## src/rtl/sfr_pkg.sv

```systemverilog
// ----------------------------------------------------------------------------
// sfr_pkg
// Shared types, character codes and the X.25 CRC byte update for the SDLC
// frame receiver link.
// ----------------------------------------------------------------------------
package sfr_pkg;

  // Item opcodes on the input stream
  typedef enum logic [1:0] {
    OP_RX_CHAR     = 2'd0,
    OP_I_SENT      = 2'd1,
    OP_I_SENT_WAIT = 2'd2,
    OP_NONE        = 2'd3
  } opcode_e;

  // Decoded kind of a closed frame
  typedef enum logic [2:0] {
    KIND_OTHER = 3'd0,
    KIND_ROL   = 3'd1,
    KIND_NSA   = 3'd2,
    KIND_RR    = 3'd3,
    KIND_I     = 3'd4,
    KIND_BAD   = 3'd5
  } frame_kind_e;

  // Link characters and control codes
  localparam logic [7:0]  FLAG_CHAR     = 8'h7E;
  localparam logic [7:0]  EOP_CHAR      = 8'h5A;
  localparam logic [7:0]  CTL_NSA       = 8'h63;
  localparam logic [7:0]  CTL_ROL       = 8'h0F;
  localparam logic [7:0]  CTL_RR        = 8'h01;
  localparam logic [7:0]  RR_MASK       = 8'h1F;
  localparam logic [7:0]  I_MASK        = 8'h11;
  localparam logic [15:0] CRC_POLY      = 16'h1021;
  localparam logic [15:0] CRC_POLY_REFL = 16'h8408;
  localparam logic [15:0] CRC_INIT      = 16'hFFFF;
  localparam logic [5:0]  COUNT_MAX     = 6'd63;
  localparam logic [5:0]  MIN_FRAME_LEN = 6'd3;
  localparam logic [5:0]  MIN_INFO_LEN  = 6'd4;
  localparam logic [3:0]  SEQ_NONE      = 4'd15;

  // Reset values of the configuration registers
  localparam logic [7:0]  STATION_ADDR_RST = 8'h24;
  localparam logic [7:0]  SYNC_MARKER_RST  = 8'h10;

  // Configuration register indexes
  localparam logic [0:0]  CFG_STATION_ADDR = 1'd0;
  localparam logic [0:0]  CFG_SYNC_MARKER  = 1'd1;

  // Result item carried in the output register
  typedef struct packed {
    logic        frame_end;
    logic        crc_ok;
    frame_kind_e frame_kind;
    logic        send_snrm;
    logic        send_rr;
    logic        seq_mismatch;
    logic        rollcall_done;
    logic        synced;
    logic        acked;
    logic [2:0]  send_count;
    logic [2:0]  recv_count;
    logic [7:0]  control_out;
  } result_t;

  // One byte through the reflected X.25 CRC, LSB first
  function automatic logic [15:0] crc_feed(input logic [15:0] crc, input logic [7:0] b);
    logic [15:0] c;
    c = crc ^ {8'h00, b};
    for (int k = 0; k < 8; k++) begin
      c = c[0] ? ((c >> 1) ^ CRC_POLY_REFL) : (c >> 1);
    end
    return c;
  endfunction

endpackage

```

## src/rtl/sdlc_frame_receiver_link_top.sv

```systemverilog
// ----------------------------------------------------------------------------
// sdlc_frame_receiver_link_top
// SDLC receive path: frame delimiting, X.25 FCS check, control decode and
// link sequence state, one result per input item.
// ----------------------------------------------------------------------------
// Usage:
//   Input stream (s_axis_*): one request per received 9-bit character
//   (opcode 0) or per transmit event (opcode 1 I frame sent, 2 I frame sent
//   and awaiting acknowledge). Output stream (m_axis_*): exactly one result
//   per input request, in order; tlast marks the character that closed a
//   frame, tuser carries the frame kind.
//   Configuration: cfg_we_i writes cfg_data_i into register cfg_idx_i
//   (0 station address, 1 sync marker); write only while no request is in
//   flight.
// Pipeline:
//   A request is held in the input register, then processed into the output
//   register and offered from there. One request per cycle is sustained
//   while the output is taken; the combinational path between the two
//   registers is the byte-wide CRC update and the close-of-frame decode.
// Reset: clears frame and link state (ack set, nothing sent), both stages
//   empty, configuration to station address 0x24 and sync marker 0x10.
// Stall: while the output is not taken, one more request is taken into the
//   input register, then s_axis_tready drops until the output drains.
// ----------------------------------------------------------------------------
module sdlc_frame_receiver_link_top (
  input  logic        clk_i,
  input  logic        rst_ni,
  // configuration write port
  input  logic        cfg_we_i,
  input  logic [0:0]  cfg_idx_i,
  input  logic [7:0]  cfg_data_i,
  // input stream
  input  logic        s_axis_tvalid,
  output logic        s_axis_tready,
  input  logic [7:0]  s_axis_tdata,   // [7:0] rx_byte
  input  logic [2:0]  s_axis_tuser,   // [1:0] opcode, [2] rx_mark
  // output stream
  output logic        m_axis_tvalid,
  input  logic        m_axis_tready,
  output logic [23:0] m_axis_tdata,   // [0] crc_ok, [1] send_snrm, [2] send_rr,
                                      // [3] seq_mismatch, [4] rollcall_done,
                                      // [5] synced, [6] acked, [9:7] send_count,
                                      // [12:10] recv_count, [20:13] control_out,
                                      // [23:21] zero
  output logic        m_axis_tlast,   // frame_end
  output logic [2:0]  m_axis_tuser    // [2:0] frame_kind
);
  import sfr_pkg::*;

  // configuration registers
  logic [7:0] station_addr_q, sync_marker_q;

  // input stage
  logic       in_valid_q;
  logic [1:0] in_op_q;
  logic [7:0] in_byte_q;
  logic       in_mark_q;

  // output stage
  logic       out_valid_q;
  result_t    res_q, res_d;

  // frame and link state
  logic        in_frame_q, in_frame_d;
  logic [5:0]  byte_count_q, byte_count_d;
  logic [7:0]  held0_q, held0_d, held1_q, held1_d;
  logic [15:0] crc_q, crc_d;
  logic [7:0]  control_q, control_d;
  logic [7:0]  first_info_q, first_info_d;
  logic        rollcall_q, rollcall_d;
  logic        sync_q, sync_d;
  logic        ack_q, ack_d;
  logic [2:0]  send_seq_q, send_seq_d;
  logic [2:0]  recv_seq_q, recv_seq_d;
  logic [3:0]  last_sent_q, last_sent_d;

  logic        advance;
  logic        s_accept;
  logic [15:0] fcs;
  logic [2:0]  nr;

  // move the input stage forward when the output register is free or taken
  assign advance       = in_valid_q && (!out_valid_q || m_axis_tready);
  assign s_axis_tready = !in_valid_q || advance;
  assign s_accept      = s_axis_tvalid && s_axis_tready;

  assign fcs = ~crc_q;
  assign nr  = control_q[7:5];

  // configuration writes
  always_ff @(posedge clk_i or negedge rst_ni) begin
    if (!rst_ni) begin
      station_addr_q <= STATION_ADDR_RST;
      sync_marker_q  <= SYNC_MARKER_RST;
    end else if (cfg_we_i) begin
      case (cfg_idx_i)
        CFG_STATION_ADDR: station_addr_q <= cfg_data_i;
        CFG_SYNC_MARKER:  sync_marker_q  <= cfg_data_i;
        default:          ;
      endcase
    end
  end

  // input register
  always_ff @(posedge clk_i or negedge rst_ni) begin
    if (!rst_ni) begin
      in_valid_q <= 1'b0;
    end else if (s_axis_tready) begin
      in_valid_q <= s_axis_tvalid;
    end
  end

  always_ff @(posedge clk_i) begin
    if (s_accept) begin
      in_op_q   <= s_axis_tuser[1:0];
      in_mark_q <= s_axis_tuser[2];
      in_byte_q <= s_axis_tdata;
    end
  end

  // process one request: next link state and its result
  always_comb begin
    in_frame_d   = in_frame_q;
    byte_count_d = byte_count_q;
    held0_d      = held0_q;
    held1_d      = held1_q;
    crc_d        = crc_q;
    control_d    = control_q;
    first_info_d = first_info_q;
    rollcall_d   = rollcall_q;
    sync_d       = sync_q;
    ack_d        = ack_q;
    send_seq_d   = send_seq_q;
    recv_seq_d   = recv_seq_q;
    last_sent_d  = last_sent_q;
    res_d        = '0;
    res_d.frame_kind = KIND_OTHER;

    case (opcode_e'(in_op_q))
      OP_I_SENT, OP_I_SENT_WAIT: begin
        res_d.control_out = {recv_seq_q, 1'b0, send_seq_q, 1'b0};
        send_seq_d = send_seq_q + 3'd1;
        if (opcode_e'(in_op_q) == OP_I_SENT_WAIT) begin
          last_sent_d = {1'b0, send_seq_d};
          ack_d       = 1'b0;
        end
      end
      OP_RX_CHAR: begin
        if (!in_frame_q) begin
          // open on the marked station address
          if (in_mark_q && in_byte_q == station_addr_q) begin
            in_frame_d   = 1'b1;
            byte_count_d = '0;
            held0_d      = '0;
            held1_d      = '0;
            crc_d        = crc_feed(CRC_INIT, in_byte_q);
          end
        end else if (in_mark_q && in_byte_q == FLAG_CHAR) begin
          // close: check length and FCS, then decode the control byte
          in_frame_d      = 1'b0;
          res_d.frame_end = 1'b1;
          if (byte_count_q < MIN_FRAME_LEN || byte_count_q == COUNT_MAX ||
              held0_q != fcs[7:0] || held1_q != fcs[15:8]) begin
            res_d.frame_kind = KIND_BAD;
          end else begin
            res_d.crc_ok = 1'b1;
            if (control_q == CTL_ROL) begin
              res_d.frame_kind = KIND_ROL;
              res_d.send_snrm  = 1'b1;
            end
            if (control_q == CTL_NSA) begin
              res_d.frame_kind = KIND_NSA;
              rollcall_d = 1'b1;
              send_seq_d = '0;
              recv_seq_d = '0;
            end
            if ((control_q & RR_MASK) == CTL_RR) begin
              res_d.frame_kind = KIND_RR;
              if (send_seq_q != nr) begin
                res_d.seq_mismatch = 1'b1;
              end
              send_seq_d = nr;
              if (last_sent_q == {1'b0, nr}) begin
                ack_d = 1'b1;
              end
            end else if ((control_q & I_MASK) == 8'h00) begin
              res_d.frame_kind   = KIND_I;
              res_d.seq_mismatch = (send_seq_q != nr);
              recv_seq_d         = nr;
              res_d.send_rr      = 1'b1;
              res_d.control_out  = {send_seq_q, 5'b0} | CTL_RR;
              if (byte_count_q >= MIN_INFO_LEN && first_info_q == sync_marker_q) begin
                sync_d = 1'b1;
              end
            end
          end
        end else begin
          // frame byte: capture fields, hold back the last two bytes
          if (byte_count_q == 6'd0) begin
            control_d = in_byte_q;
          end else if (byte_count_q == 6'd1) begin
            first_info_d = in_byte_q;
          end
          if (byte_count_q >= 6'd2) begin
            crc_d = crc_feed(crc_q, held0_q);
          end
          held0_d = held1_q;
          held1_d = in_byte_q;
          if (byte_count_q != COUNT_MAX) begin
            byte_count_d = byte_count_q + 6'd1;
          end
        end
      end
      default: ;
    endcase

    res_d.rollcall_done = rollcall_d;
    res_d.synced        = sync_d;
    res_d.acked         = ack_d;
    res_d.send_count    = send_seq_d;
    res_d.recv_count    = recv_seq_d;
  end

  // link state registers
  always_ff @(posedge clk_i or negedge rst_ni) begin
    if (!rst_ni) begin
      in_frame_q   <= 1'b0;
      byte_count_q <= '0;
      held0_q      <= '0;
      held1_q      <= '0;
      crc_q        <= CRC_INIT;
      control_q    <= '0;
      first_info_q <= '0;
      rollcall_q   <= 1'b0;
      sync_q       <= 1'b0;
      ack_q        <= 1'b1;
      send_seq_q   <= '0;
      recv_seq_q   <= '0;
      last_sent_q  <= SEQ_NONE;
    end else if (advance) begin
      in_frame_q   <= in_frame_d;
      byte_count_q <= byte_count_d;
      held0_q      <= held0_d;
      held1_q      <= held1_d;
      crc_q        <= crc_d;
      control_q    <= control_d;
      first_info_q <= first_info_d;
      rollcall_q   <= rollcall_d;
      sync_q       <= sync_d;
      ack_q        <= ack_d;
      send_seq_q   <= send_seq_d;
      recv_seq_q   <= recv_seq_d;
      last_sent_q  <= last_sent_d;
    end
  end

  // output register
  always_ff @(posedge clk_i or negedge rst_ni) begin
    if (!rst_ni) begin
      out_valid_q <= 1'b0;
    end else if (advance) begin
      out_valid_q <= 1'b1;
    end else if (m_axis_tready) begin
      out_valid_q <= 1'b0;
    end
  end

  always_ff @(posedge clk_i) begin
    if (advance) begin
      res_q <= res_d;
    end
  end

  // drive the output stream
  assign m_axis_tvalid = out_valid_q;
  assign m_axis_tlast  = res_q.frame_end;
  assign m_axis_tuser  = res_q.frame_kind;
  assign m_axis_tdata  = {3'b000, res_q.control_out, res_q.recv_count, res_q.send_count,
                          res_q.acked, res_q.synced, res_q.rollcall_done,
                          res_q.seq_mismatch, res_q.send_rr, res_q.send_snrm,
                          res_q.crc_ok};

`ifndef SYNTHESIS
  // a close always leaves the frame
  a_close_leaves_frame: assert property (@(posedge clk_i) disable iff (!rst_ni)
    advance && res_d.frame_end |=> !in_frame_q)
    else $error("frame still open after close");

  // a good check is only reported on a closing character
  a_ok_needs_end: assert property (@(posedge clk_i) disable iff (!rst_ni)
    out_valid_q && res_q.crc_ok |-> res_q.frame_end)
    else $error("crc_ok without frame_end");

  // an RR request comes only from an I frame
  a_rr_from_i: assert property (@(posedge clk_i) disable iff (!rst_ni)
    out_valid_q && res_q.send_rr |-> res_q.frame_kind == KIND_I)
    else $error("send_rr on a frame that is not an I frame");

  // a full, stalled input stage takes nothing more
  a_no_overrun: assert property (@(posedge clk_i) disable iff (!rst_ni)
    in_valid_q && out_valid_q && !m_axis_tready |-> !s_axis_tready)
    else $error("input accepted while both stages are held");

  // a frame opens only on a marked received character
  a_open_on_mark: assert property (@(posedge clk_i) disable iff (!rst_ni)
    !in_frame_q && in_frame_d && advance |-> in_mark_q && in_op_q == OP_RX_CHAR)
    else $error("frame opened without a marked character");
`endif

endmodule
```

## config.mk

```make
export PLATFORM = sky130hd
export DESIGN_NAME = sdlc_frame_receiver_link_top
export DESIGN_NICKNAME = d
export VERILOG_FILES = /design/src/rtl/sfr_pkg.sv /design/src/rtl/sdlc_frame_receiver_link_top.sv
export SDC_FILE = /design/constraint.sdc
export NUM_CORES = 1
export LEC_CHECK = 0
export BUFFER_PORTS_ARGS = -buffer_cell sky130_fd_sc_hd__buf_2
export CORE_MARGIN = 2
export CORE_UTILIZATION = 35
export CTS_CLUSTER_DIAMETER = 40
export DETAILED_ROUTE_END_ITERATION = 8
export GPL_ROUTABILITY_DRIVEN = 0
export PLACE_DENSITY = 0.52
export SYNTH_ARGS = -nofsm -noshare
export SYNTH_HDL_FRONTEND = slang
export SYNTH_SLANG_ARGS = --single-unit
```

## constraint.sdc

```tcl
create_clock -name clk_i -period 2.7 [get_ports clk_i]
set_input_delay 0.405 -clock clk_i [delete_from_list [all_inputs] [get_ports clk_i]]
set_output_delay 0.405 -clock clk_i [all_outputs]
set_load 0.005 [all_outputs]
```

==> impl_metrics.ini, run 1 <==
[final_layout]
final.fill_count = 1568
regArea_um2 = 3230
antenna_cells = 0
drive_gt1_share_pct = 28.9
area_growth_pct = 20.1
finalNetCount = 621
multiInputGateArea_um2 = 2550

[clock_tree]
clock-sinks = 121
cts_tree = done
insertion_delay_ns = 0.42
cts_buffers = 17
post_cts_buffers = 0
cts_hold_buf = 1
cts.clk_slew.worst_paths_ns = 0.06
htreeDepth = 4
ctsResizeCount = 0
ctsLongestPathBuffers = 2
cts_root_buf = clkbuf_16

[drt]
drc = 0
wl_met2_um = 6260
via_per_inst = 5.05
routed_wl_um = 13900
via_count = 4155
wirelength_met1_um = 6680
drtAntennaViolNets = 0
dr.pass1.iters = 4
wl_per_cell_um = 16.9
top_layer_used = met4
met3_length_um = 775
drt_first_iter_violations = 261

[floorplanning]
core_um2 = 16600
die_w_um = 135
initial_core_util_pct = 35.8
die_y_um = 135
ios = 55
rows = 47
die-area_um2 = 18100

[sta]
worst_pin_slew_ns = 0.741
slew_headroom_pct = 50.5
slew_violations = 0
period_minus_slack_ns = 2.42
finalCritPeriodShare_pct = 89.6
finalClockSkew_ns = 0.00672
setup_viol = 0
tns_ns = 0
rsz0062_at_grt = false
setup_slack_ns = 0.281
max_freq_mhz = 413
finalHoldViolations = 0

[yosys]
synthArstFlopShare_pct = 71.1
yosys_register_bits = 121
netlist_area_um2 = 5960
synthAdderAreaFrac_pct = 1.47
synthTopCellsByArea = dfrtp_1, edfxtp_1, dfstp_2, xnor2_1, mux2_2
yosys.area.top_type_share_pct = 26.0
synthFlopType = dfrtp_1
synth.avg_cell_area_um2 = 11.3
synth_top_family_by_area = simple AND/OR/NAND/NOR gates
syn_inst = 527
synth.distinct_cells = 63
synth_seq_area_share_pct = 54.2
yosys.area_share.xor_xnor_pct = 9.40
synth-compound-area-share_pct = 10.7
synthSimpleGateAreaFrac_pct = 13.8
ys_warn_count = 0
synth_edf_count = 35
yosysTopAreaCell = dfrtp_1
synthMuxAreaShare_pct = 7.07

[grt]
grt_pass1_vias = 4293
grt_antenna_before_repair = 0
grt_pass1_wl_um = 22900
overflow = 0
grt_max_degree = 40
grt_usage_pct = 16.4

[placement]
portBuffers = 50
hpwl_um = 9800
dp_slack_ns = 0.297

[worst_setup_path]
path_max_fanout = 8
worstPathRequired_ns = 2.95
cp_cell_sequence = xnor2_1 -> nor4_1 -> nand2_1 -> or4_1 -> nor3_1
cp-end-kind = flip-flop
critPathKind = reg -> reg
reg2reg_slack_ns = 0.28
critPathMaxStageDelay_ns = 0.74
cp_slowest_cell = or4_1
cp.arrival_ns = 2.67
startpoint_type = flip-flop

[pwr]
powerDensity_nw_per_um2 = 718
power_uw = 5150
leakagePower_uw = 0.00298
irDropWorstVdd_uv = 476

[outcome]
status = complete, no violations

[job]
drv_cap = 0

[worst_hold_path]
min-delay-path-class = in -> reg
==> metal layers <==
layer,vias up,track usage (%)
li1,1997,-
met1,2035,22.6
met2,107,25.2
met3,16,4.43
met4,0,5.79
met5,-,0
==> cells by family (layout without fill, tap and decap cells) <==
family          after synthesis  after routing
fa+ha+maj                     7              7
other cells                   1              4
mux                          38             38
buf+inv                      44            116
simple gates                154            154
flops                       121            121
compound gates               98             98
xor+xnor                     64             64
==> registers in the layout, indices dropped and copies added (netlist names), 2 cells and up <==
register,cells
m_axis_tdata,20
crc_q,16
control_q,8
first_info_q,8
held0_q,8
held1_q,8
in_byte_q,8
station_addr_q,8
sync_marker_q,8
byte_count_q,6
last_sent_q,4
m_axis_tuser,3
recv_seq_q,3
send_seq_q,3
in_op_q,2
==> where the power goes <==
group | leakage, uW | switching, uW | total [uW] | internal [uW]
logic | 0.00129 | 331 | 640 | 309
clock network | 0.000282 | 822 | 2280 | 1460
registers | 0.00141 | 142 | 2220 | 2080
total | 0.00298 | 1290 | 5150 | 3850
==> synth_stat cells, types with 2 or more instances <==
library cell and instances:
nand3_1 13, nand4_1 8, a22o_1 8, dfrtp_1 62
or4_1 2, a21o_1 4, nor2_1 19, mux2_2 33
a211o_1 2, nor4_1 8, xnor2_1 45, nor2b_1 6
nor3_1 2, a211oi_1 4, edfxtp_1 35, a22oi_1 5
ha_1 7, clkbuf_1 18, dfstp_2 24, o21ai_0 43
buf_1 3, a32o_1 2, nor4_2 4, o31ai_1 4
and2_1 5, mux2i_1 5, inv_1 10, xor2_1 19
a21oi_1 12, nand2b_1 6, nand2_1 61, and3_1 7
buf_4 5, buf_2 7
==> layout make-up <==
cell class / count / area share [%]
multi-input combinational: 365 / 35.6
clock inverter: 13 / 2.13
timing repair buffer: 74 / 6.60
clock buffer: 19 / 6.18
sequential: 121 / 45.1
inverter: 10 / 0.524
tap: 220 / 3.84
==> per-stage QoR <==
stage	util, %	hold slack (ns)	instances	instance area (um^2)
6_report	43.0	0.159	822	7160
5_1_grt	43.0	0.145	822	7160
3_5_place_dp	39.4	0.340	789	6560
2_1_floorplan	-	0.109	530	5970
4_1_cts	43.0	0.148	822	7160
3_3_place_gp	39.4	0.343	789	6560
==> critical path: cells and delay by family, from the launching register on <==
| kind | cells | cell delay [ns] |
|---|---|---|
| xor gates and xnor gates | 1 | 0.13 |
| and+or+nand+nor | 4 | 1.59 |
| DFF | 1 | 0.54 |
==> placed cells by master (no fill, tap or decap), types with 3 or more instances in the layout <==
| cell | count |
|---|---|
| buf_2 | 49 |
| mux2i_1 | 5 |
| nor2_1 | 18 |
| clkinvlp_4 | 4 |
| conb_1 | 4 |
| mux2_2 | 33 |
| nand3_1 | 13 |
| inv_1 | 10 |
| nor2b_1 | 6 |
| clkinv_2 | 4 |
| buf_4 | 21 |
| nand2b_1 | 6 |
| ha_1 | 7 |
| dfrtp_1 | 62 |
| and2_1 | 5 |
| xnor2_1 | 45 |
| dfstp_2 | 24 |
| a22o_1 | 8 |
| a211oi_1 | 4 |
| and3_1 | 7 |
| bufinv_16 | 3 |
| buf_12 | 3 |
| nand2_1 | 61 |
| a21o_1 | 4 |
| o21ai_0 | 43 |
| nor4_2 | 4 |
| clkbuf_16 | 17 |
| nand4_1 | 8 |
| nor4_1 | 8 |
| edfxtp_1 | 35 |
| a22oi_1 | 5 |
| xor2_1 | 19 |
| o31ai_1 | 4 |
| a21oi_1 | 12 |
==> path summary, 6_finish.rpt <==
path                                       from                      endpoint  depth (start not counted)
max                        crc_q[4]$_DFFE_PN1P_    m_axis_tdata[13]$_DFFE_PP_                          5
min                             s_axis_tdata[6]        in_byte_q[6]$_DFFE_PP_                          1
max reg2reg                crc_q[4]$_DFFE_PN1P_    m_axis_tdata[13]$_DFFE_PP_                          5
min reg2reg                  sync_q$_DFFE_PN0P_            sync_q$_DFFE_PN0P_                          1
max in group asynchronous                rst_ni    last_sent_q[3]$_DFFE_PN1P_                          3
min in group asynchronous                rst_ni  sync_marker_q[5]$_DFFE_PN0P_                          2
(Power assumes the default switching activity.)
==> run 2: changes to the inputs <==
--- a/config.mk
+++ b/config.mk
@@ -7,11 +7,11 @@
 export LEC_CHECK = 0
 export BUFFER_PORTS_ARGS = -buffer_cell sky130_fd_sc_hd__buf_2
 export CORE_MARGIN = 2
-export CORE_UTILIZATION = 35
+export CORE_UTILIZATION = 40
 export CTS_CLUSTER_DIAMETER = 40
 export DETAILED_ROUTE_END_ITERATION = 8
 export GPL_ROUTABILITY_DRIVEN = 0
-export PLACE_DENSITY = 0.52
+export PLACE_DENSITY = 0.57
 export SYNTH_ARGS = -nofsm -noshare
 export SYNTH_HDL_FRONTEND = slang
 export SYNTH_SLANG_ARGS = --single-unit
==> impl_metrics.ini, run 2 (synthesis results as in run 1) <==
[pwr]
power.switching_uw = 1250
p_seq_share_pct = 43.2
combPwrFrac_pct = 12.2
powerDensity_nw_per_um2 = 728
clock_power_share_pct = 44.7
netSwitchingFraction_pct = 24.2
leakagePower_uw = 0.00296
intPower_uw = 3900
irDropWorstVdd_uv = 437

[worst_setup_path]
timing.rr.start = crc_q[4]$_DFFE_PN1P_
cp_slowest_cell = or4_1
cp_cell_sequence = xnor2_1 -> nor4_1 -> nand2_1 -> or4_1 -> nor3_1
critPathMaxStageDelay_ns = 0.71
reg2reg_slack_ns = 0.30
startpoint_type = flip-flop
cp-end-kind = flip-flop
worst-path-buf-inv = 0
path_max_fanout = 8
cpLargestDelayFamily = simple AND/OR/NAND/NOR gates
rr_worst_depth = 5
critPathKind = reg -> reg
worstPathRequired_ns = 2.94
rr_endpoint = m_axis_tdata[13]$_DFFE_PP_
cp.arrival_ns = 2.64

[final_layout]
finalNetCount = 618
layout_common_cells = dfrtp_1, nand2_1, buf_2, xnor2_1, o21ai_0
multiInputGateArea_um2 = 2550
final.fill_count = 1343
drive_gt1_share_pct = 27.7
finish.utilization_pct = 48.6
layout_commonest_cell = dfrtp_1
regArea_um2 = 3230
largest_reg_flops = 20
antenna_cells = 0
area_growth_pct = 18.5

[floorplanning]
rows = 44
die-area_um2 = 15900
die_w_um = 126
die_y_um = 126
initial_core_util_pct = 41.0
ios = 55
core_um2 = 14500

[drt]
drc = 0
met3_length_um = 633
top_layer_used = met4
wl_per_cell_um = 17.1
dr.pass1.iters = 5
drtAntennaViolNets = 0
via_count = 4126
routed_wl_um = 13400
via_per_inst = 5.27
drt_first_iter_violations = 339
wirelength_met1_um = 6350
wl_met2_um = 6190

[clock_tree]
clock-sinks = 121
cts.clk_slew.worst_paths_ns = 0.06
cts_root_buf = clkbuf_16
post_cts_buffers = 0
cts_buffers = 17
cts_tree = done
insertion_delay_ns = 0.42
cts_hold_buf = 1
ctsResizeCount = 0
ctsLongestPathBuffers = 2
htreeDepth = 4

[sta]
finalClockSkew_ns = 0.00909
tns_ns = 0
slew_headroom_pct = 50.9
rsz0062_at_grt = false
slew_violations = 0
max_freq_mhz = 417
finalCritPeriodShare_pct = 88.9
setup_viol = 0
period_minus_slack_ns = 2.40
finalHoldViolations = 0
worst_pin_slew_ns = 0.735

[placement]
portBuffers = 50
hpwl_um = 9560

[grt]
grt_pass1_wl_um = 22500
grt_pass1_vias = 4187
grt_usage_pct = 18.3
grt_antenna_before_repair = 0
grt_max_degree = 48
overflow = 0

[worst_hold_path]
hold_end = in_op_q[1]$_DFFE_PP_
hold_depth = 1
hp-start = s_axis_tuser[1]
min-delay-path-class = in -> reg

[outcome]
status = complete, no violations

[job]
drv_cap = 0
## run 2: layout make-up
cell class / instances / area share [%]
well taps: 184 / 3.26
clock inverters: 13 / 2.25
inverters: 10 / 0.531
repair buffers: 71 / 6.02
clock buffers: 19 / 6.12
multi-input cells: 365 / 36.1
flip-flops and latches: 121 / 45.7
## run 2: power groups by stage
stage | clock (uW) | sequential (uW) | combinational, uW
floorplan | 0 | 2180 | 477
global placement | 0 | 2250 | 616
detailed placement | 0 | 2250 | 626
CTS | 2340 | 2220 | 631
global route | 2450 | 2240 | 704
finish | 2300 | 2220 | 625
## run 2: stage by stage
| step | worst slack (ns) | power [uW] | cell area, um^2 | std cells | hold slack, ns |
|---|---|---|---|---|---|
| floorplan | 0.623 | 2660 | 5970 | 530 | 0.109 |
| finish | 0.301 | 5150 | 7070 | 783 | 0.159 |
| CTS | 0.293 | 5200 | 7070 | 783 | 0.143 |
| global route | 0.125 | 5390 | 7070 | 783 | 0.144 |
| detailed placement | 0.318 | 2880 | 6470 | 750 | 0.434 |
| global placement | 0.367 | 2860 | 6470 | 750 | 0.425 |
## run 2: metal layers
metal	GRT usage, %	vias up
met2	27.3	102
met5	0	-
met1	25.8	2023
met4	7.18	0
met3	4.59	21
li1	-	1980
## run 2: how the worst max path moves through the flow
stage                          from                         end  slack, ns  depth (start not counted)
2_1_floorplan  crc_q[3]$_DFFE_PN1P_   send_seq_q[0]$_DFFE_PN0P_       0.62                          6
5_1_grt        crc_q[5]$_DFFE_PN1P_   m_axis_tdata[4]$_DFFE_PP_       0.12                          5
3_3_place_gp   crc_q[5]$_DFFE_PN1P_  m_axis_tdata[13]$_DFFE_PP_       0.37                          5
4_1_cts        crc_q[4]$_DFFE_PN1P_  m_axis_tdata[13]$_DFFE_PP_       0.29                          5
6_report       crc_q[4]$_DFFE_PN1P_  m_axis_tdata[13]$_DFFE_PP_       0.30                          5
3_5_place_dp   crc_q[5]$_DFFE_PN1P_  m_axis_tdata[13]$_DFFE_PP_       0.32                          5
==> run 3: changes to the inputs <==
--- a/config.mk
+++ b/config.mk
@@ -7,11 +7,11 @@
 export LEC_CHECK = 0
 export BUFFER_PORTS_ARGS = -buffer_cell sky130_fd_sc_hd__buf_2
 export CORE_MARGIN = 2
-export CORE_UTILIZATION = 40
+export CORE_UTILIZATION = 59
 export CTS_CLUSTER_DIAMETER = 40
 export DETAILED_ROUTE_END_ITERATION = 8
 export GPL_ROUTABILITY_DRIVEN = 0
-export PLACE_DENSITY = 0.57
+export PLACE_DENSITY = 0.79
 export SYNTH_ARGS = -nofsm -noshare
 export SYNTH_HDL_FRONTEND = slang
 export SYNTH_SLANG_ARGS = --single-unit
==> impl_metrics.ini, run 3 (synthesis results as in run 1) <==
[drt]
wl_per_cell_um = 17.9
dr.pass1.iters = 5
via_per_inst = 5.86
drc = 0
drt_first_iter_violations = 324
routed_wl_um = 13000
via_count = 4263
drtAntennaViolNets = 0

[sta]
setup_slack_ns = 0.277
max_freq_mhz = 413
finalClockSkew_ns = 0.00543
setup_viol = 0
tns_ns = 0
slew_violations = 0
period_minus_slack_ns = 2.42
finalCritPeriodShare_pct = 89.7
rsz0062_at_grt = false
slew_headroom_pct = 34.0
worst_pin_slew_ns = 0.989
finalHoldViolations = 0

[floorplanning]
die-area_um2 = 10900
core_um2 = 9770
die_y_um = 105
die_w_um = 105
initial_core_util_pct = 61.0
rows = 36
ios = 55

[pwr]
leakagePower_uw = 0.00294
powerDensity_nw_per_um2 = 732
power.switching_uw = 1290
clock_power_share_pct = 44.1
netSwitchingFraction_pct = 25.1
irDropWorstVdd_uv = 460
p_seq_share_pct = 43.6
combPwrFrac_pct = 12.2
intPower_uw = 3830

[clock_tree]
cts.clk_slew.worst_paths_ns = 0.06
htreeDepth = 4
ctsLongestPathBuffers = 2
ctsResizeCount = 0
cts_tree = done
cts_buffers = 17
cts_hold_buf = 0
clock-sinks = 121
insertion_delay_ns = 0.53
cts_root_buf = clkbuf_8
post_cts_buffers = 0

[worst_setup_path]
critPathLaunch = in_byte_q[0]$_DFFE_PP_
reg2reg_slack_ns = 0.28
path_depth = 5
timing.rr.start = in_byte_q[0]$_DFFE_PP_
rr_endpoint = m_axis_tdata[13]$_DFFE_PP_
cp_cell_sequence = nand4b_4 -> nor3_4 -> nand2_2 -> or4_1 -> nor3_1
cp-endpoint = m_axis_tdata[13]$_DFFE_PP_
cp-end-kind = flip-flop
cpLargestDelayFamily = simple AND/OR/NAND/NOR gates
worstPathRequired_ns = 3.07
critPathKind = reg -> reg
worst-path-buf-inv = 0
rr_worst_depth = 5
critPathMaxStageDelay_ns = 0.73
path_max_fanout = 8
cp.arrival_ns = 2.79
startpoint_type = flip-flop
cp_slowest_cell = or4_1

[final_layout]
finalNetCount = 614
drive_gt1_share_pct = 28.2
layout_common_cells = dfrtp_1, nand2_1, buf_2, xnor2_1, o21ai_0
stdcell_area_um2 = 6990
area_growth_pct = 17.2
layout_commonest_cell = dfrtp_1
largest_reg_flops = 20
antenna_cells = 0

[grt]
overflow = 0
grt_pass1_wl_um = 21900
grt_antenna_before_repair = 0
grt_pass1_vias = 4317
grt_usage_pct = 25.6
grt_max_degree = 76

[placement]
hpwl_um = 8690
portBuffers = 50
place_area_um2 = 6390
dp_slack_ns = 0.305

[worst_hold_path]
min-delay-path-class = in -> async

[job]
drv_cap = 0

[outcome]
status = complete, no violations
==> run 3: cell count changes in the layout (fill, tap and decap cells not counted), sizes merged <==
cell,delta
buf,-3
clkinv,-6
clkinvlp,+4
clkbuf,+2
bufinv,-1
dlygate4sd3,-1
inv,+1
==> run 3: routing by layer <==
metal,GRT usage (%),wire length [um],up-vias
li1,-,-,1985
met1,33.8,5640,2089
met2,41.0,6420,163
met3,6.18,727,26
met4,9.94,257,0
met5,0,0,-
==> run 3: stage by stage <==
stage                     cells  hold WS [ns]  utilization (%)  power (uW)
after floorplan             530         0.109                -        2660
after global placement      696         0.448             65.4        2840
after detailed placement    696         0.463             65.4        2870
after CTS                   728        0.0237             71.5        5140
after global routing        728        0.0396             71.5        5320
final                       728        0.0371             71.5        5120
==> run 3: cell type report <==
type	count	area, um^2
clock buffers	21	449
fillers	690	2790
multi-input cells	365	2550
repair buffers	67	405
clock inverters	11	145
well taps	133	166
inverters	10	37.5
flip-flops and latches	121	3230
==> run 3: how the worst min path moves through the flow <==
| stage | start | endpoint | slack (ns) | cells after the start |
|---|---|---|---|---|
| final | rst_ni | held1_q[1]$_DFFE_PN0P_ | 0.04 | 1 |
| after global routing | s_axis_tuser[1] | in_op_q[1]$_DFFE_PP_ | 0.04 | 1 |
| after CTS | s_axis_tdata[4] | in_byte_q[4]$_DFFE_PP_ | 0.02 | 1 |
| after detailed placement | sync_q$_DFFE_PN0P_ | sync_q$_DFFE_PN0P_ | 0.46 | 1 |
| after global placement | rollcall_q$_DFFE_PN0P_ | rollcall_q$_DFFE_PN0P_ | 0.45 | 2 |
| after floorplan | rst_ni | byte_count_q[0]$_DFFE_PN0P_ | 0.11 | 0 |
==> run 3: power by group through the flow <==
stage          sequential (uW)  clock [uW]  combinational [uW]
3_5_place_dp              2260           0                 610
4_1_cts                   2230        2280                 626
5_1_grt                   2250        2380                 690
6_report                  2230        2260                 626
2_1_floorplan             2180           0                 477
3_3_place_gp              2250           0                 591
